**config.mk**
```make
export PLATFORM = sky130hd
export DESIGN_NAME = dilated_im2col_address_generator_flat
export DESIGN_NICKNAME = d
export VERILOG_FILES = /design/src/hw/rtl/dica_pkg.sv /design/src/hw/rtl/dica_in_if.sv /design/src/hw/rtl/dica_out_if.sv /design/src/hw/rtl/dica_cfg_regs.sv /design/src/hw/rtl/dica_ctrl.sv /design/src/hw/rtl/dica_datapath.sv /design/src/hw/rtl/dilated_im2col_address_generator.sv /design/src/flat_wrapper.sv
export SDC_FILE = /design/constraint.sdc
export NUM_CORES = 2
export LEC_CHECK = 0
export BUFFER_PORTS_ARGS = -buffer_cell sky130_fd_sc_hd__buf_2
export CORE_MARGIN = 4
export CORE_UTILIZATION = 45
export CTS_CLUSTER_SIZE = 28
export DETAILED_ROUTE_END_ITERATION = 12
export PLACE_DENSITY = 0.62
export SLEW_MARGIN = 20
export SYNTH_ARGS = -nofsm -noshare
export SYNTH_HDL_FRONTEND = slang
export SYNTH_SLANG_ARGS = --single-unit
export TNS_END_PERCENT = 1
```
**constraint.sdc**
```tcl
create_clock -name clk_i -period 9.6 [get_ports clk_i]
set_clock_uncertainty 0.05 [all_clocks]
set_input_delay 0.96 -clock clk_i [delete_from_list [all_inputs] [get_ports clk_i]]
set_output_delay 0.96 -clock clk_i [all_outputs]
set_load 0.005 [all_outputs]
```
**src/hw/rtl/dica_pkg.sv**
```systemverilog
// ----------------------------------------------------------------------------
// Dilated im2col address generator: shared definitions
// Field widths, limits, register indexes, controller states and the command
// and status bundles that join the controller to the datapath.
// ----------------------------------------------------------------------------
package dica_pkg;

  // Geometry limits
  localparam int unsigned MAX_CHANNELS = 1024;
  localparam int unsigned MAX_DIM      = 256;
  localparam int unsigned MAX_KSIZE    = 15;
  localparam int unsigned MAX_DILATION = 16;

  // Configuration field widths
  localparam int unsigned NC_W   = 11;
  localparam int unsigned DIM_W  = 9;
  localparam int unsigned KS_W   = 4;
  localparam int unsigned ST_W   = 4;
  localparam int unsigned PAD_W  = 4;
  localparam int unsigned DIL_W  = 5;
  localparam int unsigned ADDR_W = 32;

  // Result field widths
  localparam int unsigned CROW_W = 18;
  localparam int unsigned CPOS_W = 16;

  // Configuration port
  localparam int unsigned CFG_IDX_W  = 3;
  localparam int unsigned CFG_DATA_W = 32;

  // Counter widths
  localparam int unsigned CH_CNT_W  = $clog2(MAX_CHANNELS);
  localparam int unsigned K_CNT_W   = KS_W;
  localparam int unsigned OUT_CNT_W = $clog2(MAX_DIM);
  // Output extent, up to MAX_DIM inclusive
  localparam int unsigned OUT_LIM_W = OUT_CNT_W + 1;

  // Padded span and dilated extent, and the divider that works on them
  localparam int unsigned SPAN_W    = DIM_W + 1;
  localparam int unsigned DIV_CNT_W = $clog2(SPAN_W + 1);

  typedef enum logic [CFG_IDX_W-1:0] {
    REG_CHANNEL_COUNT = 3'd0,
    REG_IMAGE_HEIGHT  = 3'd1,
    REG_IMAGE_WIDTH   = 3'd2,
    REG_KERNEL_SIZE   = 3'd3,
    REG_STRIDE_STEP   = 3'd4,
    REG_PAD_AMOUNT    = 3'd5,
    REG_DILATION_RATE = 3'd6,
    REG_IMAGE_BASE    = 3'd7
  } cfg_reg_e;

  typedef enum logic [2:0] {
    ST_IDLE   = 3'd0,
    ST_PREP   = 3'd1,
    ST_DIV    = 3'd2,
    ST_LATCH  = 3'd3,
    ST_MUL    = 3'd4,
    ST_SUM    = 3'd5,
    ST_SCALE  = 3'd6,
    ST_FINISH = 3'd7
  } ctrl_state_e;

  typedef struct packed {
    logic [NC_W-1:0]   channel_count;
    logic [DIM_W-1:0]  image_height;
    logic [DIM_W-1:0]  image_width;
    logic [KS_W-1:0]   kernel_size;
    logic [ST_W-1:0]   stride_step;
    logic [PAD_W-1:0]  pad_amount;
    logic [DIL_W-1:0]  dilation_rate;
    logic [ADDR_W-1:0] image_base;
  } cfg_t;

  typedef struct packed {
    logic cfg_load;   // capture clamped geometry
    logic div_init;   // form extents and start the output-size divide
    logic div_step;   // one quotient bit
    logic div_latch;  // store output height and width
    logic take;       // item accepted, apply restart
    logic mul;        // products of the counters
    logic sum;        // tap position, padding test, row and position sums
    logic scale;      // row index times image width
    logic result;     // load result register, advance counters
  } dica_cmd_t;

  typedef struct packed {
    logic div_last;   // final quotient bit in progress
  } dica_stat_t;

endpackage

```
**src/hw/rtl/dica_in_if.sv**
```systemverilog
// ----------------------------------------------------------------------------
// Dilated im2col address generator: request channel
// Valid/ready channel carrying the restart flag of one request.
// ----------------------------------------------------------------------------
interface dica_in_if;

  logic valid;
  logic ready;
  logic restart;

  modport source (output valid, output restart, input ready);
  modport sink   (input valid, input restart, output ready);

endinterface

```
**src/hw/rtl/dica_out_if.sv**
```systemverilog
// ----------------------------------------------------------------------------
// Dilated im2col address generator: result channel
// Valid/ready channel carrying one column-matrix element.
// ----------------------------------------------------------------------------
interface dica_out_if import dica_pkg::*; ();

  logic              valid;
  logic              ready;
  logic [ADDR_W-1:0] image_address;
  logic              is_padding;
  logic [CROW_W-1:0] column_row;
  logic [CPOS_W-1:0] column_position;
  logic              last_element;
  logic              geometry_error;

  modport source (
    output valid, output image_address, output is_padding, output column_row,
    output column_position, output last_element, output geometry_error,
    input  ready
  );
  modport sink (
    input  valid, input image_address, input is_padding, input column_row,
    input  column_position, input last_element, input geometry_error,
    output ready
  );

endinterface

```
**src/hw/rtl/dica_cfg_regs.sv**
```systemverilog
// ----------------------------------------------------------------------------
// Dilated im2col address generator: configuration registers
// Write-only register file; each register keeps the low bits of the data.
// ----------------------------------------------------------------------------
module dica_cfg_regs import dica_pkg::*; (
  input  logic                  clk_i,
  input  logic                  rst_ni,
  input  logic                  cfg_we_i,
  input  logic [CFG_IDX_W-1:0]  cfg_idx_i,
  input  logic [CFG_DATA_W-1:0] cfg_wdata_i,
  output cfg_t                  cfg_o
);

  cfg_t cfg_q;
  cfg_t cfg_d;

  // Decode the write
  always_comb begin
    cfg_d = cfg_q;
    if (cfg_we_i) begin
      unique case (cfg_reg_e'(cfg_idx_i))
        REG_CHANNEL_COUNT: cfg_d.channel_count = cfg_wdata_i[NC_W-1:0];
        REG_IMAGE_HEIGHT:  cfg_d.image_height  = cfg_wdata_i[DIM_W-1:0];
        REG_IMAGE_WIDTH:   cfg_d.image_width   = cfg_wdata_i[DIM_W-1:0];
        REG_KERNEL_SIZE:   cfg_d.kernel_size   = cfg_wdata_i[KS_W-1:0];
        REG_STRIDE_STEP:   cfg_d.stride_step   = cfg_wdata_i[ST_W-1:0];
        REG_PAD_AMOUNT:    cfg_d.pad_amount    = cfg_wdata_i[PAD_W-1:0];
        REG_DILATION_RATE: cfg_d.dilation_rate = cfg_wdata_i[DIL_W-1:0];
        REG_IMAGE_BASE:    cfg_d.image_base    = cfg_wdata_i[ADDR_W-1:0];
      endcase
    end
  end

  // Hold the registers; reset to the unit geometry
  always_ff @(posedge clk_i or negedge rst_ni) begin
    if (!rst_ni) begin
      cfg_q.channel_count <= NC_W'(1);
      cfg_q.image_height  <= DIM_W'(1);
      cfg_q.image_width   <= DIM_W'(1);
      cfg_q.kernel_size   <= KS_W'(1);
      cfg_q.stride_step   <= ST_W'(1);
      cfg_q.pad_amount    <= '0;
      cfg_q.dilation_rate <= DIL_W'(1);
      cfg_q.image_base    <= '0;
    end else begin
      cfg_q <= cfg_d;
    end
  end

  assign cfg_o = cfg_q;

endmodule

```
**src/hw/rtl/dica_ctrl.sv**
```systemverilog
// ----------------------------------------------------------------------------
// Dilated im2col address generator: controller
// Sequences geometry setup after a register write and the stages of one
// element, and owns the request ready and the result valid.
// ----------------------------------------------------------------------------
module dica_ctrl import dica_pkg::*; (
  input  logic       clk_i,
  input  logic       rst_ni,
  input  logic       cfg_we_i,
  input  logic       in_valid_i,
  output logic       in_ready_o,
  output logic       out_valid_o,
  input  logic       out_ready_i,
  input  dica_stat_t stat_i,
  output dica_cmd_t  cmd_o
);

  ctrl_state_e state_q, state_d;
  logic        dirty_q, dirty_d;
  logic        out_valid_q, out_valid_d;
  logic        slot_free;

  assign slot_free = !out_valid_q || out_ready_i;

  // Next state
  always_comb begin
    state_d = state_q;
    unique case (state_q)
      ST_IDLE: begin
        if (dirty_q) begin
          state_d = ST_PREP;
        end else if (in_valid_i) begin
          state_d = ST_MUL;
        end
      end
      ST_PREP:  state_d = ST_DIV;
      ST_DIV: begin
        if (stat_i.div_last) begin
          state_d = ST_LATCH;
        end
      end
      ST_LATCH: state_d = ST_IDLE;
      ST_MUL:   state_d = ST_SUM;
      ST_SUM:   state_d = ST_SCALE;
      ST_SCALE: state_d = ST_FINISH;
      ST_FINISH: begin
        if (slot_free) begin
          state_d = ST_IDLE;
        end
      end
    endcase
  end

  // Commands and handshake
  always_comb begin
    cmd_o      = '0;
    in_ready_o = 1'b0;
    unique case (state_q)
      ST_IDLE: begin
        if (dirty_q) begin
          cmd_o.cfg_load = 1'b1;
        end else begin
          in_ready_o = 1'b1;
          cmd_o.take = in_valid_i;
        end
      end
      ST_PREP:   cmd_o.div_init  = 1'b1;
      ST_DIV:    cmd_o.div_step  = 1'b1;
      ST_LATCH:  cmd_o.div_latch = 1'b1;
      ST_MUL:    cmd_o.mul       = 1'b1;
      ST_SUM:    cmd_o.sum       = 1'b1;
      ST_SCALE:  cmd_o.scale     = 1'b1;
      ST_FINISH: cmd_o.result    = slot_free;
    endcase
  end

  // Mark geometry stale on a write; a write beats the setup that clears it
  always_comb begin
    dirty_d = dirty_q;
    if (cfg_we_i) begin
      dirty_d = 1'b1;
    end else if (cmd_o.cfg_load) begin
      dirty_d = 1'b0;
    end
  end

  // Result valid: set on load, drop on transfer
  always_comb begin
    out_valid_d = out_valid_q;
    if (cmd_o.result) begin
      out_valid_d = 1'b1;
    end else if (out_ready_i) begin
      out_valid_d = 1'b0;
    end
  end

  always_ff @(posedge clk_i or negedge rst_ni) begin
    if (!rst_ni) begin
      state_q     <= ST_IDLE;
      dirty_q     <= 1'b1;
      out_valid_q <= 1'b0;
    end else begin
      state_q     <= state_d;
      dirty_q     <= dirty_d;
      out_valid_q <= out_valid_d;
    end
  end

  assign out_valid_o = out_valid_q;

  // A register write is never lost
  a_write_marks_dirty : assert property (@(posedge clk_i) disable iff (!rst_ni)
    cfg_we_i |=> dirty_q)
    else $error("register write did not mark geometry stale");

  // Work on an element only starts from idle with current geometry
  a_start_clean : assert property (@(posedge clk_i) disable iff (!rst_ni)
    state_q == ST_MUL |-> $past(state_q) == ST_IDLE && !$past(dirty_q))
    else $error("element started on stale geometry");

  // A loaded result is offered next cycle
  a_result_offered : assert property (@(posedge clk_i) disable iff (!rst_ni)
    cmd_o.result |=> out_valid_q)
    else $error("loaded result not offered");

  // A pending result is never overwritten
  a_no_overwrite : assert property (@(posedge clk_i) disable iff (!rst_ni)
    out_valid_q && !out_ready_i |-> !cmd_o.result)
    else $error("result register overwritten while pending");

endmodule

```
**src/hw/rtl/dica_datapath.sv**
```systemverilog
// ----------------------------------------------------------------------------
// Dilated im2col address generator: datapath
// Clamped geometry, output-size divider, position counters and the three
// arithmetic stages that turn the counters into one column-matrix element.
// ----------------------------------------------------------------------------
module dica_datapath import dica_pkg::*; (
  input  logic              clk_i,
  input  logic              rst_ni,
  input  cfg_t              cfg_i,
  input  dica_cmd_t         cmd_i,
  input  logic              restart_i,
  output dica_stat_t        stat_o,
  output logic [ADDR_W-1:0] image_address_o,
  output logic              is_padding_o,
  output logic [CROW_W-1:0] column_row_o,
  output logic [CPOS_W-1:0] column_position_o,
  output logic              last_element_o,
  output logic              geometry_error_o
);

  localparam int unsigned KPROD_W = DIL_W + KS_W;
  localparam int unsigned KK_W    = 2 * KS_W;
  localparam int unsigned ORS_W   = OUT_CNT_W + ST_W;
  localparam int unsigned KRD_W   = K_CNT_W + DIL_W;
  localparam int unsigned POS_W   = ORS_W + 1;
  localparam int unsigned CHH_W   = CH_CNT_W + DIM_W;
  localparam int unsigned CHKK_W  = CH_CNT_W + KK_W;
  localparam int unsigned KRK_W   = K_CNT_W + KS_W;
  localparam int unsigned ORW_W   = OUT_CNT_W + OUT_LIM_W;
  localparam int unsigned IDX_W   = CHH_W + DIM_W;

  // ---------------- clamped geometry ----------------
  logic [NC_W-1:0]      nc_c, eff_nc_q;
  logic [DIM_W-1:0]     h_c, w_c, eff_h_q, eff_w_q;
  logic [KS_W-1:0]      k_c, eff_k_q;
  logic [ST_W-1:0]      s_c, eff_s_q;
  logic [DIL_W-1:0]     d_c, eff_d_q;
  logic [PAD_W-1:0]     eff_p_q;
  logic [ADDR_W-1:0]    base_q;

  always_comb begin
    nc_c = cfg_i.channel_count;
    if (cfg_i.channel_count == '0) begin
      nc_c = NC_W'(1);
    end else if (cfg_i.channel_count > NC_W'(MAX_CHANNELS)) begin
      nc_c = NC_W'(MAX_CHANNELS);
    end
    h_c = cfg_i.image_height;
    if (cfg_i.image_height == '0) begin
      h_c = DIM_W'(1);
    end else if (cfg_i.image_height > DIM_W'(MAX_DIM)) begin
      h_c = DIM_W'(MAX_DIM);
    end
    w_c = cfg_i.image_width;
    if (cfg_i.image_width == '0) begin
      w_c = DIM_W'(1);
    end else if (cfg_i.image_width > DIM_W'(MAX_DIM)) begin
      w_c = DIM_W'(MAX_DIM);
    end
    k_c = cfg_i.kernel_size;
    if (cfg_i.kernel_size == '0) begin
      k_c = KS_W'(1);
    end else if (cfg_i.kernel_size > KS_W'(MAX_KSIZE)) begin
      k_c = KS_W'(MAX_KSIZE);
    end
    s_c = (cfg_i.stride_step == '0) ? ST_W'(1) : cfg_i.stride_step;
    d_c = cfg_i.dilation_rate;
    if (cfg_i.dilation_rate == '0) begin
      d_c = DIL_W'(1);
    end else if (cfg_i.dilation_rate > DIL_W'(MAX_DILATION)) begin
      d_c = DIL_W'(MAX_DILATION);
    end
  end

  // Capture geometry at setup
  always_ff @(posedge clk_i) begin
    if (cmd_i.cfg_load) begin
      eff_nc_q <= nc_c;
      eff_h_q  <= h_c;
      eff_w_q  <= w_c;
      eff_k_q  <= k_c;
      eff_s_q  <= s_c;
      eff_d_q  <= d_c;
      eff_p_q  <= cfg_i.pad_amount;
      base_q   <= cfg_i.image_base;
    end
  end

  // ---------------- extents and output-size divider ----------------
  logic [KPROD_W-1:0]   kprod;
  logic [SPAN_W-1:0]    ext, span_h, span_w;
  logic [KK_W-1:0]      kk_c, kk_q;
  logic                 geo_q;
  logic [SPAN_W-1:0]    quo_h_q, quo_w_q;
  logic [ST_W-1:0]      rem_h_q, rem_w_q;
  logic [DIV_CNT_W-1:0] div_cnt_q;
  logic [ST_W:0]        trial_h, trial_w, diff_h, diff_w;
  logic                 ge_h, ge_w;
  logic [SPAN_W:0]      oh_plus, ow_plus;
  logic [OUT_LIM_W-1:0] oh_q, ow_q;

  assign kprod  = eff_d_q * (eff_k_q - KS_W'(1));
  assign ext    = SPAN_W'(kprod) + SPAN_W'(1);
  assign span_h = SPAN_W'(eff_h_q) + SPAN_W'({eff_p_q, 1'b0});
  assign span_w = SPAN_W'(eff_w_q) + SPAN_W'({eff_p_q, 1'b0});
  assign kk_c   = eff_k_q * eff_k_q;

  // Restoring divide: quotient bits shift in as numerator bits shift out
  assign trial_h = {rem_h_q, quo_h_q[SPAN_W-1]};
  assign trial_w = {rem_w_q, quo_w_q[SPAN_W-1]};
  assign diff_h  = trial_h - {1'b0, eff_s_q};
  assign diff_w  = trial_w - {1'b0, eff_s_q};
  assign ge_h    = trial_h >= {1'b0, eff_s_q};
  assign ge_w    = trial_w >= {1'b0, eff_s_q};

  // One extra bit so that a full-range quotient cannot wrap to zero
  assign oh_plus = {1'b0, quo_h_q} + (SPAN_W + 1)'(1);
  assign ow_plus = {1'b0, quo_w_q} + (SPAN_W + 1)'(1);

  always_ff @(posedge clk_i) begin
    if (cmd_i.div_init) begin
      geo_q   <= (ext > span_h) || (ext > span_w);
      kk_q    <= kk_c;
      quo_h_q <= span_h - ext;
      quo_w_q <= span_w - ext;
      rem_h_q <= '0;
      rem_w_q <= '0;
    end else if (cmd_i.div_step) begin
      quo_h_q <= {quo_h_q[SPAN_W-2:0], ge_h};
      quo_w_q <= {quo_w_q[SPAN_W-2:0], ge_w};
      rem_h_q <= ge_h ? diff_h[ST_W-1:0] : trial_h[ST_W-1:0];
      rem_w_q <= ge_w ? diff_w[ST_W-1:0] : trial_w[ST_W-1:0];
    end
    // Saturate the output extents at the counter range
    if (cmd_i.div_latch) begin
      oh_q <= (oh_plus > (SPAN_W + 1)'(MAX_DIM)) ? OUT_LIM_W'(MAX_DIM)
                                                 : oh_plus[OUT_LIM_W-1:0];
      ow_q <= (ow_plus > (SPAN_W + 1)'(MAX_DIM)) ? OUT_LIM_W'(MAX_DIM)
                                                 : ow_plus[OUT_LIM_W-1:0];
    end
  end

  always_ff @(posedge clk_i or negedge rst_ni) begin
    if (!rst_ni) begin
      div_cnt_q <= '0;
    end else if (cmd_i.div_init) begin
      div_cnt_q <= DIV_CNT_W'(SPAN_W);
    end else if (cmd_i.div_step) begin
      div_cnt_q <= div_cnt_q - DIV_CNT_W'(1);
    end
  end

  assign stat_o.div_last = (div_cnt_q == DIV_CNT_W'(1));

  // ---------------- position counters ----------------
  logic [CH_CNT_W-1:0]  ch_q;
  logic [K_CNT_W-1:0]   kr_q, kc_q;
  logic [OUT_CNT_W-1:0] or_q, oc_q;
  logic [CH_CNT_W:0]    ch_inc;
  logic [K_CNT_W:0]     kr_inc, kc_inc;
  logic [OUT_CNT_W:0]   or_inc, oc_inc;
  logic                 wrap_ch, wrap_kr, wrap_kc, wrap_or, wrap_oc;

  assign ch_inc = {1'b0, ch_q} + 1'b1;
  assign kr_inc = {1'b0, kr_q} + 1'b1;
  assign kc_inc = {1'b0, kc_q} + 1'b1;
  assign or_inc = {1'b0, or_q} + 1'b1;
  assign oc_inc = {1'b0, oc_q} + 1'b1;

  assign wrap_ch = ch_inc >= eff_nc_q;
  assign wrap_kr = kr_inc >= {1'b0, eff_k_q};
  assign wrap_kc = kc_inc >= {1'b0, eff_k_q};
  assign wrap_or = or_inc >= oh_q;
  assign wrap_oc = oc_inc >= ow_q;

  // Clear on restart or error; otherwise ripple the carries, column fastest
  always_ff @(posedge clk_i or negedge rst_ni) begin
    if (!rst_ni) begin
      ch_q <= '0;
      kr_q <= '0;
      kc_q <= '0;
      or_q <= '0;
      oc_q <= '0;
    end else if ((cmd_i.take && restart_i) || (cmd_i.result && geo_q)) begin
      ch_q <= '0;
      kr_q <= '0;
      kc_q <= '0;
      or_q <= '0;
      oc_q <= '0;
    end else if (cmd_i.result) begin
      oc_q <= wrap_oc ? '0 : oc_inc[OUT_CNT_W-1:0];
      if (wrap_oc) begin
        or_q <= wrap_or ? '0 : or_inc[OUT_CNT_W-1:0];
        if (wrap_or) begin
          kc_q <= wrap_kc ? '0 : kc_inc[K_CNT_W-1:0];
          if (wrap_kc) begin
            kr_q <= wrap_kr ? '0 : kr_inc[K_CNT_W-1:0];
            if (wrap_kr) begin
              ch_q <= wrap_ch ? '0 : ch_inc[CH_CNT_W-1:0];
            end
          end
        end
      end
    end
  end

  // ---------------- stage 1: products ----------------
  logic [ORS_W-1:0]  or_s_q, oc_s_q;
  logic [KRD_W-1:0]  kr_d_q, kc_d_q;
  logic [CHH_W-1:0]  ch_h_q;
  logic [CHKK_W-1:0] ch_kk_q;
  logic [KRK_W-1:0]  kr_k_q;
  logic [ORW_W-1:0]  or_ow_q;
  logic              last_q;

  always_ff @(posedge clk_i) begin
    if (cmd_i.mul) begin
      or_s_q  <= or_q * eff_s_q;
      oc_s_q  <= oc_q * eff_s_q;
      kr_d_q  <= kr_q * eff_d_q;
      kc_d_q  <= kc_q * eff_d_q;
      ch_h_q  <= ch_q * eff_h_q;
      ch_kk_q <= ch_q * kk_q;
      kr_k_q  <= kr_q * eff_k_q;
      or_ow_q <= or_q * ow_q;
      last_q  <= wrap_ch && wrap_kr && wrap_kc && wrap_or && wrap_oc;
    end
  end

  // ---------------- stage 2: tap position and sums ----------------
  logic [POS_W-1:0]    row_sum, col_sum, row_val, col_val;
  logic                pad_c;
  logic [CHH_W-1:0]    row_idx_q;
  logic [POS_W-1:0]    col_q;
  logic                pad_q;
  logic [CHKK_W:0]     crow_sum;
  logic [ORW_W:0]      cpos_sum;
  logic [CROW_W-1:0]   crow_q;
  logic [CPOS_W-1:0]   cpos_q;

  assign row_sum = POS_W'(or_s_q) + POS_W'(kr_d_q);
  assign col_sum = POS_W'(oc_s_q) + POS_W'(kc_d_q);
  assign row_val = row_sum - POS_W'(eff_p_q);
  assign col_val = col_sum - POS_W'(eff_p_q);
  // Tap is padding when it falls before the border or past the image edge
  assign pad_c   = (row_sum < POS_W'(eff_p_q)) || (col_sum < POS_W'(eff_p_q)) ||
                   (row_val >= POS_W'(eff_h_q)) || (col_val >= POS_W'(eff_w_q));
  assign crow_sum = (CHKK_W + 1)'(ch_kk_q) + (CHKK_W + 1)'(kr_k_q) + (CHKK_W + 1)'(kc_q);
  assign cpos_sum = (ORW_W + 1)'(or_ow_q) + (ORW_W + 1)'(oc_q);

  always_ff @(posedge clk_i) begin
    if (cmd_i.sum) begin
      pad_q     <= pad_c;
      row_idx_q <= ch_h_q + CHH_W'(row_val);
      col_q     <= col_val;
      crow_q    <= crow_sum[CROW_W-1:0];
      cpos_q    <= cpos_sum[CPOS_W-1:0];
    end
  end

  // ---------------- stage 3: scale by image width ----------------
  logic [IDX_W-1:0] idx_q;

  always_ff @(posedge clk_i) begin
    if (cmd_i.scale) begin
      idx_q <= row_idx_q * eff_w_q;
    end
  end

  // ---------------- result register ----------------
  logic [ADDR_W-1:0] addr_c;

  assign addr_c = base_q + ADDR_W'(idx_q) + ADDR_W'(col_q);

  always_ff @(posedge clk_i) begin
    if (cmd_i.result) begin
      if (geo_q) begin
        image_address_o   <= '0;
        is_padding_o      <= 1'b1;
        column_row_o      <= '0;
        column_position_o <= '0;
        last_element_o    <= 1'b1;
        geometry_error_o  <= 1'b1;
      end else begin
        image_address_o   <= pad_q ? '0 : addr_c;
        is_padding_o      <= pad_q;
        column_row_o      <= crow_q;
        column_position_o <= cpos_q;
        last_element_o    <= last_q;
        geometry_error_o  <= 1'b0;
      end
    end
  end

  // Output extents after setup are never zero nor beyond the counter range
  a_extent_range : assert property (@(posedge clk_i) disable iff (!rst_ni)
    $past(cmd_i.div_latch) |-> oh_q != '0 && ow_q != '0 &&
      oh_q <= OUT_LIM_W'(MAX_DIM) && ow_q <= OUT_LIM_W'(MAX_DIM))
    else $error("output extent out of range after setup");

endmodule

```
**src/hw/rtl/dilated_im2col_address_generator.sv**
```systemverilog
// ----------------------------------------------------------------------------
// Dilated im2col address generator
// Walks the column matrix of a dilated convolution and issues, per element,
// the source pixel address or a padding flag.
// ----------------------------------------------------------------------------
// Usage:
//   in_i    request channel; restart = 1 begins a new pass at the first
//           element, restart = 0 moves on to the next element.
//   out_o   result channel; one element per request: address, padding flag,
//           column-matrix row and position, last-of-pass and geometry error.
//   cfg_*   write-only register port, registers 0..7 in the order channel
//           count, height, width, kernel size, stride, pad, dilation, base.
// A request's element passes through three arithmetic stages (products, sums,
// width scaling) before the result register, and the next request is taken
// only once that element has been loaded into the result register.
// After reset and after every register write the block derives output height
// and width with a bit-serial divider (one bit per cycle over the 10-bit
// padded span); requests wait meanwhile.
// At reset all counters clear and the geometry is 1x1x1, kernel 1, no pad.
// If the receiver stalls, the result register holds its element; one more
// request may be taken and worked up to the result stage, where it waits.
// ----------------------------------------------------------------------------
module dilated_im2col_address_generator import dica_pkg::*; (
  input  logic                  clk_i,
  input  logic                  rst_ni,
  input  logic                  cfg_we_i,
  input  logic [CFG_IDX_W-1:0]  cfg_idx_i,
  input  logic [CFG_DATA_W-1:0] cfg_wdata_i,
  dica_in_if.sink               in_i,
  dica_out_if.source            out_o
);

  cfg_t       cfg;
  dica_cmd_t  cmd;
  dica_stat_t stat;
  logic       in_ready;
  logic       out_valid;

  // Register file
  dica_cfg_regs u_cfg_regs (
    .clk_i       (clk_i),
    .rst_ni      (rst_ni),
    .cfg_we_i    (cfg_we_i),
    .cfg_idx_i   (cfg_idx_i),
    .cfg_wdata_i (cfg_wdata_i),
    .cfg_o       (cfg)
  );

  // Sequencer
  dica_ctrl u_ctrl (
    .clk_i       (clk_i),
    .rst_ni      (rst_ni),
    .cfg_we_i    (cfg_we_i),
    .in_valid_i  (in_i.valid),
    .in_ready_o  (in_ready),
    .out_valid_o (out_valid),
    .out_ready_i (out_o.ready),
    .stat_i      (stat),
    .cmd_o       (cmd)
  );

  // Arithmetic and counters
  dica_datapath u_datapath (
    .clk_i             (clk_i),
    .rst_ni            (rst_ni),
    .cfg_i             (cfg),
    .cmd_i             (cmd),
    .restart_i         (in_i.restart),
    .stat_o            (stat),
    .image_address_o   (out_o.image_address),
    .is_padding_o      (out_o.is_padding),
    .column_row_o      (out_o.column_row),
    .column_position_o (out_o.column_position),
    .last_element_o    (out_o.last_element),
    .geometry_error_o  (out_o.geometry_error)
  );

  assign in_i.ready  = in_ready;
  assign out_o.valid = out_valid;

endmodule

```
**src/flat_wrapper.sv**
```systemverilog
// flat-port wrapper written by rule: the top's interface ports become plain ports
module dilated_im2col_address_generator_flat import dica_pkg::*;
  (clk_i, rst_ni, cfg_we_i, cfg_idx_i, cfg_wdata_i, in_i_valid, in_i_restart, in_i_ready, out_o_valid, out_o_image_address, out_o_is_padding, out_o_column_row, out_o_column_position, out_o_last_element, out_o_geometry_error, out_o_ready);
  dica_in_if in_i_i ();
  dica_out_if out_o_i ();
  input  logic clk_i;
  input  logic rst_ni;
  input  logic cfg_we_i;
  input  logic [CFG_IDX_W-1:0] cfg_idx_i;
  input  logic [CFG_DATA_W-1:0] cfg_wdata_i;
  input wire logic [$bits(in_i_i.valid)-1:0] in_i_valid;
  input wire logic [$bits(in_i_i.restart)-1:0] in_i_restart;
  output wire logic [$bits(in_i_i.ready)-1:0] in_i_ready;
  output wire logic [$bits(out_o_i.valid)-1:0] out_o_valid;
  output wire logic [$bits(out_o_i.image_address)-1:0] out_o_image_address;
  output wire logic [$bits(out_o_i.is_padding)-1:0] out_o_is_padding;
  output wire logic [$bits(out_o_i.column_row)-1:0] out_o_column_row;
  output wire logic [$bits(out_o_i.column_position)-1:0] out_o_column_position;
  output wire logic [$bits(out_o_i.last_element)-1:0] out_o_last_element;
  output wire logic [$bits(out_o_i.geometry_error)-1:0] out_o_geometry_error;
  input wire logic [$bits(out_o_i.ready)-1:0] out_o_ready;
  assign in_i_i.valid = in_i_valid;
  assign in_i_i.restart = in_i_restart;
  assign in_i_ready = in_i_i.ready;
  assign out_o_valid = out_o_i.valid;
  assign out_o_image_address = out_o_i.image_address;
  assign out_o_is_padding = out_o_i.is_padding;
  assign out_o_column_row = out_o_i.column_row;
  assign out_o_column_position = out_o_i.column_position;
  assign out_o_last_element = out_o_i.last_element;
  assign out_o_geometry_error = out_o_i.geometry_error;
  assign out_o_i.ready = out_o_ready;
  dilated_im2col_address_generator u_core (.clk_i(clk_i), .rst_ni(rst_ni), .cfg_we_i(cfg_we_i), .cfg_idx_i(cfg_idx_i), .cfg_wdata_i(cfg_wdata_i), .in_i(in_i_i), .out_o(out_o_i));
endmodule
```
# [Yosys cells after proc, flatten, opt, wreduce, memory -nomap -nowiden]
# Cells that the tools add are included.
[op_classes] n_eq_ne=18 n_lt_le_gt_ge=20 add_sub_neg=26 reduce_logical=48 muxes=61 multipliers=11
[ops] cell="two-way mux 10 bit" count=11
[ops] cell="two-way mux 4 bit" count=16
[ops] cell="two-way mux 8 bit" count=7
[ops] cell="adder 10 x 1 -> 11 bit, second input constant" count=3
[ops] cell="adder 32 x 13 -> 32 bit" count=1
[ops] cell="adder 32 x 28 -> 32 bit" count=1
[ops] cell="multiplier 19 x 9 -> 28 bit" count=1
[ops] cell="adder 12 x 9 -> 13 bit" count=2
[ops] cell=">= comparator 13 x 9 -> 1 bit" count=2
[ops] cell="less-than comparator 13 x 4 -> 1 bit" count=2
[ops] cell="subtractor 13 x 4 -> 13 bit" count=2
[ops] cell="== test 3 bit, second input constant" count=8
[ops] cell="multiplier 8 x 4 -> 12 bit" count=2
[ops] cell="case mux 3 bit (8 select lines)" count=1
[ops] cell="> comparator 11 x 9 -> 1 bit, second input constant" count=2
[ops] cell="adder 9 x 5 -> 10 bit" count=2
[ops] cell=">= comparator 5 x 4 -> 1 bit" count=4
[ops] cell="> comparator 10 bit" count=2
[ops] cell="subtractor 10 bit" count=2
[ops] cell="adder 19 x 13 -> 19 bit" count=1
[ops] cell="multiplier 10 x 9 -> 19 bit" count=1
[ops] cell="adder 18 x 4 -> 18 bit" count=1
[ops] cell="adder 18 x 8 -> 18 bit" count=1
[ops] cell="adder 8 x 1 -> 9 bit, second input constant" count=2
[ops] cell="42 further kinds" count=107
[totals] reg_bits=522 output_inout_bits=71 in_bits=41 elab_cells=243

# [Longest topological paths before layout]
[logic_depth] depth_word=9 ltp_mapped=24 mapped_depth_nobuf=23

# [Cells and area by module]
# From an unflattened synthesis, not the netlist that was laid out.
[hier_totals] cells_unflattened=4083 hier_area_um2=43277.8
[modules_own_cells] mod="dica_datapath" cells_each=3871 n_inst=1 area_per_inst_um2=39899.5
[modules_own_cells] mod="dica_cfg_regs" cells_each=170 n_inst=1 area_per_inst_um2=2947.8
[modules_own_cells] mod="dica_ctrl" cells_each=42 n_inst=1 area_per_inst_um2=430.4

# [Worst setup path after synthesis]
# Ideal clock, no wire load.
[synth_path] path_type="register to register" start="register u_core.u_datapath.eff_k_q[0]" end="register u_core.u_datapath.geo_q (data pin)" arrival_ns=5.746 path_buffers=1 path_stages_with_launch=24 setup_time_ns=0.152 slack_ns=3.652 required_time_ns=9.398 path_cell_list="edfxtp_1 inv_1 ha_1 or3b_1 or2_2 fa_1 inv_1 fa_1 inv_1 fa_1 inv_1 ha_1 nor2b_1 o21a_1 or3_1 and2_1 clkbuf_1 xnor2_1 ha_1 a21o_1 a31oi_1 a21oi_1 o21a_1 o22ai_1"
[synth_between] elab_chain_len=5 elab_cells_between_ends=6
[synth_lines] element="start: declaration" line="dica_datapath.sv:35" text="logic [KS_W-1:0] k_c, eff_k_q;"
[synth_lines] element="start signal: assignment" line="dica_datapath.sv:81" text="eff_k_q <= k_c;"
[synth_lines] element="subtractor 4 x 1 -> 5 bit (*)" line="dica_datapath.sv:102" text="assign kprod = eff_d_q * (eff_k_q - KS_W'(1));"
[synth_lines] element="multiplier 6 x 5 -> 9 bit (*)" line="dica_datapath.sv:102"
[synth_lines] element="adder 9 x 1 -> 10 bit (*)" line="dica_datapath.sv:103" text="assign ext = SPAN_W'(kprod) + SPAN_W'(1);"
[synth_lines] element="> comparator 10 bit" line="dica_datapath.sv:122" text="geo_q <= (ext > span_h) || (ext > span_w);"
[synth_lines] element="logical OR 1 bit (*)" line="dica_datapath.sv:122"
[synth_lines] element="end signal: assignment" line="dica_datapath.sv:122"
[synth_lines] element="end: declaration" line="dica_datapath.sv:93" text="logic geo_q;"
# Mark *: on every way between the ends. The rest lies on a longest branch, timed or not.
# A chain may end at the register's enable or synchronous reset.

# [Worst setup path after layout]
# Ends and elaborated chain as after synthesis.

==> metrics <==
status=completed; CTS clock-pin slew for the worst setup and hold paths=60 ps; full die area=100000 um2; Worst path most repeated cell=sky130_fd_sc_hd__inv_1; global-route wire length before repair=160000 um; Placement Rows=roughly 110; kind of critical path=reg -> reg; synthesis-to-layout area growth=9.47%; number of antenna violations at the first check in global routing=0; leading post-synthesis cells by instance count=508 x sky130_fd_sc_hd__inv_1, 463 x sky130_fd_sc_hd__ha_1, 422 x sky130_fd_sc_hd__nand2_1, 392 x sky130_fd_sc_hd__edfxtp_1, 340 x sky130_fd_sc_hd__fa_1; antenna-violating nets left=0; Root Buffer=sky130_fd_sc_hd__clkbuf_16; share of final-layout standard cells stronger than drive strength 1=8.19%; buffers added on ports=111; average instance area after synthesis=10.4 um2; Wirelength per Cell=roughly 18 um; Final Max Slew Viols=0; H-tree depth reported by CTS=3; pin count of the biggest net entering global routing=78; die boundary height=~320 um; fraction of synthesis flops using an asynchronous set or reset pin=23.2%; final sum of negative setup slack=0 ps; area fraction of the dominant cell type after synthesis=roughly 28%; overall routing resource usage=~20%; Final Hold Fails=0; Post-synth EDFFs=392; crit-path max cell delay=580 ps; worst-margin pin slew=996 ps; clock tree from TritonCTS=built; dominant cell by count in the synthesized netlist=sky130_fd_sc_hd__inv_1; post-synth design cell area=42800 um2; number of failing setup endpoints in the final timing report=0; detailed router's first-iteration violation count=roughly 1800; # Max-Cap Violations=0; maximum root-to-sink buffer count=3; total of fill cells in the finished design=between 8000 and 9000; routed wire length=98100 um; first-pass iteration count of the detailed router=5; Skew-Pair Late Insertion Delay=630 ps; HPWL Detailed=73800 um; Tcrit/Tclk final=66.6%; final critical-path required period=6390 ps; type of destination of the critical path=flop; type of origin of the critical path=flop; Post-CTS Hold Fix Bufs=0; biggest area contributors in the synthesized netlist=sky130_fd_sc_hd__edfxtp_1 28%, sky130_fd_sc_hd__fa_1 16%, sky130_fd_sc_hd__ha_1 14%; number of vias per cell=5.23; Post-CTS Setup Repair Bufs=0; DRC errors left=0; CTS resizes=0; number of clock buffers inserted by TritonCTS=67; Slew HR=33.5%; number of global-route vias before repair=just under 30000; unrepaired setup endpoints after global routing=no; Syn Inst Count=4097; CTS sink count=521; critical path arrival=roughly 7000 ps; number of warnings issued by yosys=0; part of the Yosys area used for sequential elements=between 30% and 40%; Post-synth top flop=sky130_fd_sc_hd__edfxtp_1; sequence of cells on the critical path=inv_1, ha_1, or3b_1, or2_2, fa_1, inv_1, fa_1, inv_1, fa_1, inv_1, ha_1, nor2b_1, o21a_1, or3_1, and2_1, xnor2_1, ha_1, a21o_1, a31oi_1, a21oi_1, o21a_1, o22ai_1; starting utilization of the core area=45.6%; CP Max Fanout=12; dominant cell type by area after synthesis=sky130_fd_sc_hd__edfxtp_1; die width=316 um; synth unique cells=77; vias=between 20000 and 30000; max frequency=157 MHz; antenna cells=0; RD Place Congestion=0.856; core region area=93700 um2; synthesized flop and latch total=521; CP max stage cell=sky130_fd_sc_hd__edfxtp_1; hold crit path type=in -> async; CP Data Required Time=10030 ps; Layout Nets=between 5000 and 6000; count of boundary I/O pins=112; total global routing overflow=0
## stage by stage
step / instances / hold WS [ps] / cell area, um2 / setup WS [ps] / utilization (%)
detailed placement: 5344 / 378 / 44500 / 3260 / 47.5
global placement: 5344 / 372 / 44500 / 3350 / 47.5
global route: 5469 / 379 / 46800 / 2950 / 49.9
CTS: 5468 / 343 / 46800 / 3240 / 49.9
floorplan: 4098 / 369 / 42800 / 3650 / -
finish: 5469 / 340 / 46800 / 3210 / 49.9
## kinds of logic after synthesis
| logic type | after synthesis | synth area share, % |
|---|---|---|
| and+or+nand+nor | 1244 | 14.3 |
| adders and majority gates | 804 | 29.5 |
| buffers and inverters | 649 | 5.70 |
| AOI/OAI and AO/OA | 521 | 7.68 |
| DFF | 521 | 35.0 |
| xor gates and xnor gates | 272 | 5.64 |
| muxes | 85 | 2.22 |
| other | 1 | 0.00877 |
## registers in the layout (all words and copies together), names as in the netlist, 16 cells and up
register                             count
u_core.u_datapath.or_ow_q               16
u_core.u_datapath.ch_kk_q               18
u_core.u_cfg_regs.cfg_o                 78
u_core.u_datapath.image_address_o       32
u_core.u_datapath.column_position_o     16
u_core.u_datapath.idx_q                 28
u_core.u_datapath.crow_q                18
u_core.u_datapath.ch_h_q                19
u_core.u_datapath.row_idx_q             19
u_core.u_datapath.column_row_o          18
u_core.u_datapath.cpos_q                16
u_core.u_datapath.base_q                32
## metal layers
layer  share of wire [%]  track usage [%]
met5                   0                0
met4                 2.4             5.11
met3                 4.1             2.69
met2                  47             33.7
met1                  47             28.2
## worst paths after layout
kind,end,start,cells past startpoint,slack [ps]
max,u_core.u_datapath.geo_q,u_core.u_datapath.eff_k_q[0],22,3210
min,u_core.u_cfg_regs.cfg_o[73],rst_ni,1,340
max reg2reg,u_core.u_datapath.geo_q,u_core.u_datapath.eff_k_q[0],22,3210
min reg2reg,u_core.u_datapath.eff_p_q[3],u_core.u_cfg_regs.cfg_o[40],0,390
max in group asynchronous,u_core.u_datapath.oc_q[0],rst_ni,2,7930
min in group clk_i,u_core.u_datapath.eff_p_q[3],u_core.u_cfg_regs.cfg_o[40],0,390
## worst max-delay path: cells and delay by family, from the launching register on
kind	cells	cell delay (ps)
AOI/OAI and AO/OA	6	1070
xor gates and xnor gates	1	240
adders and majority gates	6	2410
buffers and inverters	4	420
DFF	1	580
and+or+nand+nor	5	1450
## area by class of cell
type / instances / area (um2) / area share [%]
multi-input combinational: 2928 / 25400 / 54.2
clock buffer: 83 / 1820 / 3.89
tap: 1254 / 1570 / 3.35
clock inverter: 41 / 418 / 0.893
sequential: 521 / 15000 / 32.0
timing repair buffer: 132 / 732 / 1.56
inverter: 510 / 1910 / 4.09
## cells in the final DEF, fill, tap and decap left out, types with 18 or more instances in the layout
master / n
sky130_fd_sc_hd__xor2_1: 79
sky130_fd_sc_hd__buf_4: 20
sky130_fd_sc_hd__a21oi_1: 149
sky130_fd_sc_hd__clkbuf_16: 70
sky130_fd_sc_hd__inv_1: 508
sky130_fd_sc_hd__o21a_1: 27
sky130_fd_sc_hd__nor2b_1: 95
sky130_fd_sc_hd__nand2_1: 422
sky130_fd_sc_hd__a31oi_1: 18
sky130_fd_sc_hd__a21o_1: 70
sky130_fd_sc_hd__o21ai_0: 126
sky130_fd_sc_hd__nor2_1: 210
sky130_fd_sc_hd__nor3_1: 54
sky130_fd_sc_hd__nand2b_1: 29
sky130_fd_sc_hd__o21bai_1: 27
sky130_fd_sc_hd__edfxtp_1: 392
sky130_fd_sc_hd__mux2_2: 77
sky130_fd_sc_hd__and2_1: 260
sky130_fd_sc_hd__and3_1: 26
sky130_fd_sc_hd__xnor2_1: 191
sky130_fd_sc_hd__ha_1: 463
sky130_fd_sc_hd__dfrtp_1: 114
sky130_fd_sc_hd__fa_1: 340
sky130_fd_sc_hd__nand3_1: 65
sky130_fd_sc_hd__buf_2: 110
Power is left out: the tool's default activity adds up to more than one toggle a clock period on the data nets, which glitch-free logic cannot reach.
